## config.mk

```make
export PLATFORM = sky130hd
export DESIGN_NAME = dual_vehicle_altitude_alignment_gate
export DESIGN_NICKNAME = d
export VERILOG_FILES = /design/src/rtl/core/dvaag_pkg.sv /design/src/rtl/core/dvaag_cfg_regs.sv /design/src/rtl/core/dvaag_update.sv /design/src/rtl/core/dual_vehicle_altitude_alignment_gate.sv
export SDC_FILE = /design/constraint.sdc
export NUM_CORES = 2
export LEC_CHECK = 0
export ABC_AREA = 1
export BUFFER_PORTS_ARGS = -buffer_cell sky130_fd_sc_hd__buf_2
export CAP_MARGIN = 30
export CORE_ASPECT_RATIO = 0.75
export CORE_UTILIZATION = 65
export CTS_BUF_LIST = sky130_fd_sc_hd__clkbuf_8
export CTS_CLUSTER_SIZE = 14
export DETAILED_ROUTE_END_ITERATION = 10
export HOLD_SLACK_MARGIN = 0.03
export PLACE_DENSITY_LB_ADDON = 0.05
export SLEW_MARGIN = 10
export SYNTH_ARGS = -nofsm -noshare
export SYNTH_HDL_FRONTEND = slang
export SYNTH_SLANG_ARGS = --single-unit
export TNS_END_PERCENT = 30
```

## constraint.sdc

```tcl
create_clock -name clk -period 18.9 [get_ports clk]
set_clock_uncertainty 0.2 [all_clocks]
set_input_delay 4.725 -clock clk [delete_from_list [all_inputs] [get_ports clk]]
set_output_delay 4.725 -clock clk [all_outputs]
set_load 0.02 [all_outputs]
```

## src/rtl/core/dvaag_pkg.sv

```systemverilog
// ----------------------------------------------------------------------------
// dvaag_pkg
// shared types and constants for the dual vehicle altitude alignment gate
// ----------------------------------------------------------------------------
package dvaag_pkg;

  localparam int ALT_W   = 17;
  localparam int TOL_W   = 14;
  localparam int GAIN_W  = 8;
  localparam int POS_W   = 21;
  localparam int HGT_W   = 18;
  localparam int MODE_W  = 2;
  localparam int COUNT_W = 4;
  localparam int CFG_IDX_W  = 3;
  localparam int CFG_DATA_W = 17;
  localparam int IN_DATA_W  = 144;
  localparam int OUT_DATA_W = 40;

  localparam logic [ALT_W-1:0] TARGET_RESET = ALT_W'(5000);

  localparam logic [MODE_W-1:0] MODE_OTHER   = 2'd0;
  localparam logic [MODE_W-1:0] MODE_MISSION = 2'd1;
  localparam logic [MODE_W-1:0] MODE_WAIT    = 2'd2;

  localparam logic KIND_TICK  = 1'b0;
  localparam logic KIND_RESET = 1'b1;

  typedef enum logic [CFG_IDX_W-1:0] {
    REG_BASE_ALT   = 3'd0,
    REG_MIN_ALT    = 3'd1,
    REG_MAX_ALT    = 3'd2,
    REG_LEVEL_TOL  = 3'd3,
    REG_REACH_TOL  = 3'd4,
    REG_HOME_TOL   = 3'd5,
    REG_SPLIT_LIM  = 3'd6,
    REG_TRIM_GAIN  = 3'd7
  } cfg_idx_t;

  typedef struct packed {
    logic [ALT_W-1:0]  base_altitude;
    logic [ALT_W-1:0]  min_altitude;
    logic [ALT_W-1:0]  max_altitude;
    logic [TOL_W-1:0]  level_tolerance;
    logic [TOL_W-1:0]  reach_tolerance;
    logic [TOL_W-1:0]  home_tolerance;
    logic [TOL_W-1:0]  split_limit;
    logic [GAIN_W-1:0] trim_gain;
  } cfg_t;

  typedef struct packed {
    logic                     kind;
    logic signed [POS_W-1:0]  lead_x;
    logic signed [POS_W-1:0]  lead_y;
    logic signed [HGT_W-1:0]  lead_height;
    logic signed [POS_W-1:0]  peer_x;
    logic signed [POS_W-1:0]  peer_y;
    logic signed [HGT_W-1:0]  peer_height;
    logic                     feeds_fresh;
    logic [MODE_W-1:0]        lead_mode;
    logic [MODE_W-1:0]        peer_mode;
    logic signed [HGT_W-1:0]  sight_error;
    logic                     sight_valid;
  } item_t;

  typedef struct packed {
    logic [ALT_W-1:0]   lead_target;
    logic [ALT_W-1:0]   peer_target;
    logic [COUNT_W-1:0] stable_count;
    logic               rearm_flag;
    logic               align_latch;
    logic               ready_latch;
  } state_t;

  typedef struct packed {
    logic [ALT_W-1:0] lead_return_alt;
    logic [ALT_W-1:0] peer_return_alt;
    logic             aligned;
    logic             start_ready;
  } result_t;

endpackage

```

## src/rtl/core/dvaag_cfg_regs.sv

```systemverilog
// ----------------------------------------------------------------------------
// dvaag_cfg_regs
// configuration register bank, written by index, no read-back
// ----------------------------------------------------------------------------
module dvaag_cfg_regs
  import dvaag_pkg::*;
(
  input  logic                  clk,
  input  logic                  rst,
  input  logic                  cfg_we,
  input  logic [CFG_IDX_W-1:0]  cfg_index,
  input  logic [CFG_DATA_W-1:0] cfg_data,
  output cfg_t                  cfg
);

  always_ff @(posedge clk) begin
    if (rst) begin
      cfg.base_altitude   <= ALT_W'(5000);
      cfg.min_altitude    <= ALT_W'(4000);
      cfg.max_altitude    <= ALT_W'(6000);
      cfg.level_tolerance <= TOL_W'(250);
      cfg.reach_tolerance <= TOL_W'(350);
      cfg.home_tolerance  <= TOL_W'(500);
      cfg.split_limit     <= TOL_W'(800);
      cfg.trim_gain       <= GAIN_W'(102);
    end else if (cfg_we) begin
      case (cfg_idx_t'(cfg_index))
        REG_BASE_ALT:  cfg.base_altitude   <= cfg_data[ALT_W-1:0];
        REG_MIN_ALT:   cfg.min_altitude    <= cfg_data[ALT_W-1:0];
        REG_MAX_ALT:   cfg.max_altitude    <= cfg_data[ALT_W-1:0];
        REG_LEVEL_TOL: cfg.level_tolerance <= cfg_data[TOL_W-1:0];
        REG_REACH_TOL: cfg.reach_tolerance <= cfg_data[TOL_W-1:0];
        REG_HOME_TOL:  cfg.home_tolerance  <= cfg_data[TOL_W-1:0];
        REG_SPLIT_LIM: cfg.split_limit     <= cfg_data[TOL_W-1:0];
        REG_TRIM_GAIN: cfg.trim_gain       <= cfg_data[GAIN_W-1:0];
        default: begin
        end
      endcase
    end
  end

endmodule

```

## src/rtl/core/dvaag_update.sv

```systemverilog
// ----------------------------------------------------------------------------
// dvaag_update
// one-item update: altitude split, stability check, latches and trim
// ----------------------------------------------------------------------------
module dvaag_update
  import dvaag_pkg::*;
#(
  parameter int STABLE_TICKS       = 5,
  parameter int SIGHT_TOLERANCE_MM = 250
) (
  input  item_t   item,
  input  state_t  state,
  input  cfg_t    cfg,
  output state_t  state_next,
  output result_t result
);

  localparam int SW = 22;
  localparam int PW = 28;

  function automatic logic [SW-1:0] mag(input logic signed [SW-1:0] v);
    mag = v[SW-1] ? SW'(-v) : SW'(v);
  endfunction

  function automatic logic [ALT_W-1:0] clamp(input logic signed [SW-1:0] v,
                                             input logic [ALT_W-1:0] lo,
                                             input logic [ALT_W-1:0] hi);
    logic signed [SW-1:0] lo_w;
    logic signed [SW-1:0] hi_w;
    lo_w = $signed({{(SW-ALT_W){1'b0}}, lo});
    hi_w = $signed({{(SW-ALT_W){1'b0}}, hi});
    if (v < lo_w) begin
      clamp = lo;
    end else if (v > hi_w) begin
      clamp = hi;
    end else begin
      clamp = v[ALT_W-1:0];
    end
  endfunction

  logic [ALT_W-1:0]     band_lo;
  logic [ALT_W-1:0]     band_hi;
  logic [ALT_W-1:0]     base_eff;
  logic signed [SW-1:0] base_w;
  logic signed [SW-1:0] lh_w;
  logic signed [SW-1:0] ph_w;
  logic signed [SW-1:0] alt_gap;
  logic signed [SW-1:0] adj;
  logic signed [SW-1:0] lim;
  logic [ALT_W-1:0]     lead_cand;
  logic [ALT_W-1:0]     peer_cand;
  logic                 both_mission;
  logic                 both_wait;
  logic                 home_ok;
  logic                 ok;
  logic                 aligned;
  logic                 ready;
  logic signed [PW-1:0] trim_prod;
  logic signed [PW-1:0] trim_round;
  logic signed [SW-1:0] trim;
  logic [SW-1:0]        sight_mag;

  always_comb begin
    band_lo  = (cfg.min_altitude <= cfg.max_altitude) ? cfg.min_altitude : cfg.max_altitude;
    band_hi  = (cfg.min_altitude <= cfg.max_altitude) ? cfg.max_altitude : cfg.min_altitude;
    base_eff = clamp($signed({{(SW-ALT_W){1'b0}}, cfg.base_altitude}), band_lo, band_hi);
    base_w   = $signed({{(SW-ALT_W){1'b0}}, base_eff});

    lh_w = $signed({{(SW-HGT_W){item.lead_height[HGT_W-1]}}, item.lead_height});
    ph_w = $signed({{(SW-HGT_W){item.peer_height[HGT_W-1]}}, item.peer_height});
    alt_gap = lh_w - ph_w;

    // half split, arithmetic shift then symmetric limit
    lim = $signed({{(SW-TOL_W){1'b0}}, cfg.split_limit});
    adj = alt_gap >>> 1;
    if (adj > lim) begin
      adj = lim;
    end
    if (adj < -lim) begin
      adj = -lim;
    end
    lead_cand = clamp(base_w - adj, band_lo, band_hi);
    peer_cand = clamp(base_w + adj, band_lo, band_hi);

    both_mission = (item.lead_mode == MODE_MISSION) && (item.peer_mode == MODE_MISSION);
    both_wait    = (item.lead_mode == MODE_WAIT) && (item.peer_mode == MODE_WAIT);

    home_ok =
      (mag(SW'(item.lead_x)) <= SW'(cfg.home_tolerance)) &&
      (mag(SW'(item.lead_y)) <= SW'(cfg.home_tolerance)) &&
      (mag(SW'(item.peer_x)) <= SW'(cfg.home_tolerance)) &&
      (mag(SW'(item.peer_y)) <= SW'(cfg.home_tolerance));

    // rounded trim, halves toward plus infinity
    trim_prod  = $signed({{(PW-GAIN_W){1'b0}}, cfg.trim_gain}) *
                 $signed({{(PW-HGT_W){item.sight_error[HGT_W-1]}}, item.sight_error});
    trim_round = trim_prod + PW'(128);
    trim       = SW'(trim_round >>> 8);
    sight_mag  = mag($signed({{(SW-HGT_W){item.sight_error[HGT_W-1]}}, item.sight_error}));

    state_next = state;
    aligned    = 1'b0;
    ready      = 1'b0;
    ok         = 1'b0;

    if (item.kind == KIND_RESET) begin
      state_next.rearm_flag   = 1'b1;
      state_next.stable_count = '0;
      state_next.align_latch  = 1'b0;
      state_next.ready_latch  = 1'b0;
      state_next.lead_target  = base_eff;
      state_next.peer_target  = base_eff;
    end else begin
      if (both_mission) begin
        state_next.rearm_flag   = 1'b0;
        state_next.align_latch  = 1'b0;
        state_next.ready_latch  = 1'b0;
        state_next.stable_count = '0;
        state_next.lead_target  = base_eff;
        state_next.peer_target  = base_eff;
      end

      if (item.feeds_fresh && (state_next.rearm_flag || !both_mission)) begin
        if (state_next.align_latch) begin
          aligned = 1'b1;
        end else begin
          if (!state_next.ready_latch) begin
            state_next.lead_target = lead_cand;
            state_next.peer_target = peer_cand;
          end
          ok = home_ok &&
            (mag(lh_w - $signed({{(SW-ALT_W){1'b0}}, state_next.lead_target}))
               <= SW'(cfg.reach_tolerance)) &&
            (mag(ph_w - $signed({{(SW-ALT_W){1'b0}}, state_next.peer_target}))
               <= SW'(cfg.reach_tolerance)) &&
            (mag(alt_gap) <= SW'(cfg.level_tolerance));
          if (ok) begin
            if (state_next.stable_count != {COUNT_W{1'b1}}) begin
              state_next.stable_count = state_next.stable_count + COUNT_W'(1);
            end
          end else begin
            state_next.stable_count = '0;
            state_next.ready_latch  = 1'b0;
          end
          aligned = (state_next.stable_count >= COUNT_W'(STABLE_TICKS));
          if (aligned) begin
            state_next.align_latch = 1'b1;
          end
        end

        if (aligned && both_wait && item.sight_valid) begin
          if (sight_mag <= SW'(SIGHT_TOLERANCE_MM)) begin
            state_next.ready_latch = 1'b1;
            ready = 1'b1;
          end else begin
            state_next.lead_target = clamp(
              $signed({{(SW-ALT_W){1'b0}}, state_next.lead_target}) - trim,
              band_lo, band_hi);
          end
        end
      end
    end

    result.lead_return_alt = state_next.lead_target;
    result.peer_return_alt = state_next.peer_target;
    result.aligned         = aligned;
    result.start_ready     = ready || state_next.ready_latch;
  end

endmodule

```

## src/rtl/core/dual_vehicle_altitude_alignment_gate.sv

```systemverilog
// ----------------------------------------------------------------------------
// dual_vehicle_altitude_alignment_gate
// return altitude split, alignment latch and perception trim gate
// ----------------------------------------------------------------------------
// One item per clock cycle is taken while the master side takes results. An
// accepted item sits in an input register while a single combinational
// update computes the new gate state and the result, which is written into
// the result register; a tick's result passes through the input register and
// then the result register before it appears on the master side, and a reset
// request updates the state and gives no result. The input register advances
// whenever the result register is empty or being emptied, and a reset request
// always advances; a tick held behind a result that the master side has not
// taken keeps s_tready low until m_tready rises.
module dual_vehicle_altitude_alignment_gate
  import dvaag_pkg::*;
#(
  parameter int STABLE_TICKS       = 5,
  parameter int SIGHT_TOLERANCE_MM = 250
) (
  input  logic                  clk,
  input  logic                  rst,
  input  logic                  cfg_we,
  input  logic [CFG_IDX_W-1:0]  cfg_index,
  input  logic [CFG_DATA_W-1:0] cfg_data,
  input  logic                  s_tvalid,
  output logic                  s_tready,
  // lead_x, lead_y, lead_height, peer_x, peer_y, peer_height, feeds_fresh,
  // lead_mode, peer_mode, sight_error, sight_valid
  input  logic [IN_DATA_W-1:0]  s_tdata,
  // kind
  input  logic                  s_tuser,
  output logic                  m_tvalid,
  input  logic                  m_tready,
  // lead_return_alt, peer_return_alt, aligned, start_ready, zero fill
  output logic [OUT_DATA_W-1:0] m_tdata
);

  cfg_t    cfg;
  item_t   in_item;
  logic    in_valid;
  state_t  state;
  state_t  state_next;
  result_t res_next;
  result_t out_res;
  logic    out_valid;
  logic    advance;

  dvaag_cfg_regs u_cfg_regs (
    .clk       (clk),
    .rst       (rst),
    .cfg_we    (cfg_we),
    .cfg_index (cfg_index),
    .cfg_data  (cfg_data),
    .cfg       (cfg)
  );

  dvaag_update #(
    .STABLE_TICKS       (STABLE_TICKS),
    .SIGHT_TOLERANCE_MM (SIGHT_TOLERANCE_MM)
  ) u_update (
    .item       (in_item),
    .state      (state),
    .cfg        (cfg),
    .state_next (state_next),
    .result     (res_next)
  );

  assign advance  = in_valid && ((in_item.kind == KIND_RESET) || !out_valid || m_tready);
  assign s_tready = !in_valid || advance;

  // input register
  always_ff @(posedge clk) begin
    if (rst) begin
      in_valid <= 1'b0;
    end else if (s_tready) begin
      in_valid <= s_tvalid;
    end
  end

  always_ff @(posedge clk) begin
    if (s_tvalid && s_tready) begin
      in_item.kind        <= s_tuser;
      in_item.lead_x      <= s_tdata[20:0];
      in_item.lead_y      <= s_tdata[41:21];
      in_item.lead_height <= s_tdata[59:42];
      in_item.peer_x      <= s_tdata[80:60];
      in_item.peer_y      <= s_tdata[101:81];
      in_item.peer_height <= s_tdata[119:102];
      in_item.feeds_fresh <= s_tdata[120];
      in_item.lead_mode   <= s_tdata[122:121];
      in_item.peer_mode   <= s_tdata[124:123];
      in_item.sight_error <= s_tdata[142:125];
      in_item.sight_valid <= s_tdata[143];
    end
  end

  // gate state
  always_ff @(posedge clk) begin
    if (rst) begin
      state.lead_target  <= TARGET_RESET;
      state.peer_target  <= TARGET_RESET;
      state.stable_count <= '0;
      state.rearm_flag   <= 1'b0;
      state.align_latch  <= 1'b0;
      state.ready_latch  <= 1'b0;
    end else if (advance) begin
      state <= state_next;
    end
  end

  // result register
  always_ff @(posedge clk) begin
    if (rst) begin
      out_valid <= 1'b0;
    end else if (advance && (in_item.kind == KIND_TICK)) begin
      out_valid <= 1'b1;
    end else if (m_tready) begin
      out_valid <= 1'b0;
    end
  end

  always_ff @(posedge clk) begin
    if (advance && (in_item.kind == KIND_TICK)) begin
      out_res <= res_next;
    end
  end

  assign m_tvalid = out_valid;
  assign m_tdata  = {4'b0000, out_res.start_ready, out_res.aligned,
                     out_res.peer_return_alt, out_res.lead_return_alt};

endmodule
```

==> results.txt <==
----------------------------------------------------
[Run status]
  Run status ... finished, final reports clean

[Final layout]
  Total Nets Final ... 5709
  Number of standard cells in the layout, taps in and fillers out ... 5719
  Area of all placed cells without fillers ... 38600 um^2
  Share of post-route cells with drive strength above 1 ... 0.0937
  Area growth from synthesis to layout ... 9.28%

[Timing]
  Final total negative setup slack ... 0 ps
  Max-slew violation total from the final report ... 0
  Maximum operating frequency ... 56.6 MHz
  Post-layout minimum cycle time ... 17670 ps
  Final cycle utilization of the critical path ... 0.935
  Worst Max-Slew Pin Slew ... 1010 ps
  Hold Fails Final Rpt ... 0
  Number of failing setup endpoints in the final timing report ... 0
  Max-slew headroom ... 0.321
  Setup WS post-layout ... 1230 ps

[Logic synthesis]
  Share of cell area taken by muxes after synthesis ... 0
  Flip-flop and latch count after synthesis ... 338
  Synth top area cells ... ha_1 16%, edfxtp_1 15%, nand2_1 10%
  Combinational family with the most area after synthesis ... adder cells
  Post-synthesis share of cell area spent on full adders, half adders and majority gates ... 0.232
  Gate Count Post-Synth ... 4766
  Primary flip-flop cell chosen by synthesis mapping ... edfxtp_1
  Most area-hungry cell type in the Yosys netlist ... ha_1
  Distinct cells, synth ... 71
  Simple-gate area share of the yosys netlist ... 0.198
  Compound-cell area share of the yosys netlist ... 0.167
  Register area share after synthesis ... 0.243
  Asr flop ratio synth ... 0
  Xor and xnor fraction of the mapped netlist area ... 0.0566
  Average cell area after synthesis ... 7.40 um^2
  Share of Yosys cell area claimed by the top area cell type ... 0.163
  Number of enable-type register cells in the synthesized netlist ... 181
  Number of warning messages in the yosys log ... 0
  Cell Area, Synth ... 35300 um^2

[Clocking]
  Setup Buffers After CTS ... 0
  CTS clock-pin slew for the worst setup and hold paths ... 80 ps
  Clock sinks ... 338
  Count of instances resized after the clock tree is built ... 0
  H-Tree Level Count ... 2
  CTS tree ... done
  Clock insertion delay at the later pin of the skew report ... 710 ps
  Inserted Clock Buffers ... 55
  CTS Hold Bufs ... 0
  Root Buffer ... clkbuf_8
  Buffer depth of the longest clock path ... 3

[Worst setup path]
  Worst r2r src ... u_cfg_regs.cfg[67]
  FF-to-FF End ... m_tdata[7]
  Most frequent cell on the critical path ... nand2_1
  Element type at the critical path start ... flop
  Slowest cell on crit path ... o21ai_0
  Count of cells along the worst register-to-register path ... 92
  Largest fanout on the critical path ... 30
  Reg-to-reg slack, setup ... 1230 ps
  Data required, critical path ... 19140 ps
  Slowest stage delay, CP ... 520 ps
  Kind of end point of the critical path ... flop
  Data arrival, critical path ... 17910 ps
  Category of the critical setup timing path ... reg -> reg

[Floorplanning]
  Die width ... 271 um
  I/O pin cnt ... 212
  Core box area ... 53300 um^2
  Placement Rows ... 73
  Die Area ... 55200 um^2
  Die boundary height ... 204 um
  Initial core utilization ... 0.661

[GRT]
  Total global-route track usage ... 0.410
  Number of antenna violations at the first check in global routing ... 5
  Global route overflow ... 0
  Maximum number of pins on one net before global-route repair ... 77
  Wire length of the first global-routing pass ... 175000 um
  Number of global-route vias before repair ... 30800

[Placed design]
  Number of cells after detailed placement ... 5611
  Worst setup slack before clock tree synthesis ... 1020 ps
  Number of port buffers ... 207
  Post-DP HPWL ... 90200 um
  Final weighted congestion in routability-driven placement ... 1.05
  Area after detailed placement ... 37200 um^2

[Drt]
  Average vias per placed instance ... 5.99
  Remaining DRCs ... 0
  Detailed-route wire length ... 115000 um
  Count of TritonRoute iterations in the first routing pass ... 9
  Remaining number of nets flagged by the antenna check after routing ... 0
  Number of DRC violations after detailed-routing iteration 0 ... 4250
  Total vias in the final route ... 34300
  WL per Instance ... 20.2 um

[Hold path]
  Hold path startpoint ... u_cfg_regs.cfg[58]
  Terminating pin of the worst hold path ... u_cfg_regs.cfg[58]
  Worst hold path type ... reg -> reg
  Cell depth of the worst hold path ... 2

[Job]
  Max-cap violations ... 0

----------------------------------------------------
-- synth_stat cells, types with 7 or more instances --
master	number
nor4_1	23
o211ai_1	77
fa_1	122
nor3_1	56
a22oi_1	24
dfxtp_1	157
clkbuf_1	125
nand3b_1	12
a221oi_1	8
nand4_1	45
clkinv_1	7
a211oi_1	19
a31oi_1	25
inv_1	775
nor2_1	297
o21a_1	11
buf_2	15
nand3_1	187
a21o_1	9
ha_1	459
xnor2_1	56
buf_4	8
edfxtp_1	181
nand2_1	955
inv_2	13
nand2_2	30
nand3_2	11
xor2_1	170
o31ai_1	28
o21bai_1	40
a21oi_1	395
o21ai_0	332
-- critical path: cells and delay by family, from the launching register on --
kind                     cells  cell delay (ps)
flip-flops                   1              330
AND/OR/NAND/NOR             38             5260
XOR/XNOR                     2              350
buffers and inverters       10             2040
AO/OA/AOI/OAI               36             7300
adder cells (fa/ha/maj)      6             1940
-- per-layer routing --
layer  track usage  vias up  part of all wire
met2         0.582     2073              0.40
met4         0.180        2             0.048
met5             0        -          0.000069
met3        0.0842      306              0.13
li1              -    16200                 -
met1         0.599    15700              0.42
-- kinds of logic after synthesis --
family,after synthesis
fa+ha+maj,581
xor+xnor,227
other cells,1
buf+inv,952
simple gates,1649
flops,338
compound gates,1018
-- worst max-delay path by stage --
| stage | endpoint | start | slack [ps] | depth (start not counted) |
|---|---|---|---|---|
| after global routing | m_tdata[7] | u_cfg_regs.cfg[68] | -20 | 92 |
| after floorplan | m_tdata[10] | in_item[24] | 3830 | 112 |
| final | m_tdata[7] | u_cfg_regs.cfg[67] | 1230 | 92 |
| after CTS | m_tdata[8] | in_item[24] | 870 | 104 |
| after detailed placement | m_tdata[7] | in_item[24] | 1020 | 104 |
| after global placement | m_tdata[9] | in_item[24] | 1700 | 104 |
-- registers in the layout (all words and copies together) (netlist names) --
| signal | count |
|---|---|
| in_item | 145 |
| in_valid | 1 |
| m_tdata | 36 |
| m_tvalid | 1 |
| state | 40 |
| u_cfg_regs.cfg | 115 |
-- layout by cell type (no fill, tap or decap), drive strengths merged, types with 56 or more instances in the layout --
master and n:
o21ai 337, xnor2 56, clkbuf 62, dfxtp 157
nor3 57, a21oi 395, nand2 989, edfxtp 181
inv 808, xor2 171, fa 122, nor2 306
ha 459, nand3 198, o211ai 77, buf 288
-- stage by stage --
stage / utilization / hold slack [ps]
after floorplan: - / 235
after global placement: 0.697 / 252
after detailed placement: 0.698 / 254
after CTS: 0.721 / 263
after global routing: 0.723 / 286
final: 0.723 / 266
-- area by class of cell --
cell class	count	area, um^2
flip-flops and latches	338	8580
well taps	712	891
clock buffers	62	853
multi-input cells	3480	23200
fillers	4383	14800
inverters	795	2980
clock inverters	41	374
diodes	3	7.51
repair buffers	288	1680
Power is left out: the tool's default activity adds up to more than one toggle a clock period on the data nets, which glitch-free logic cannot reach.
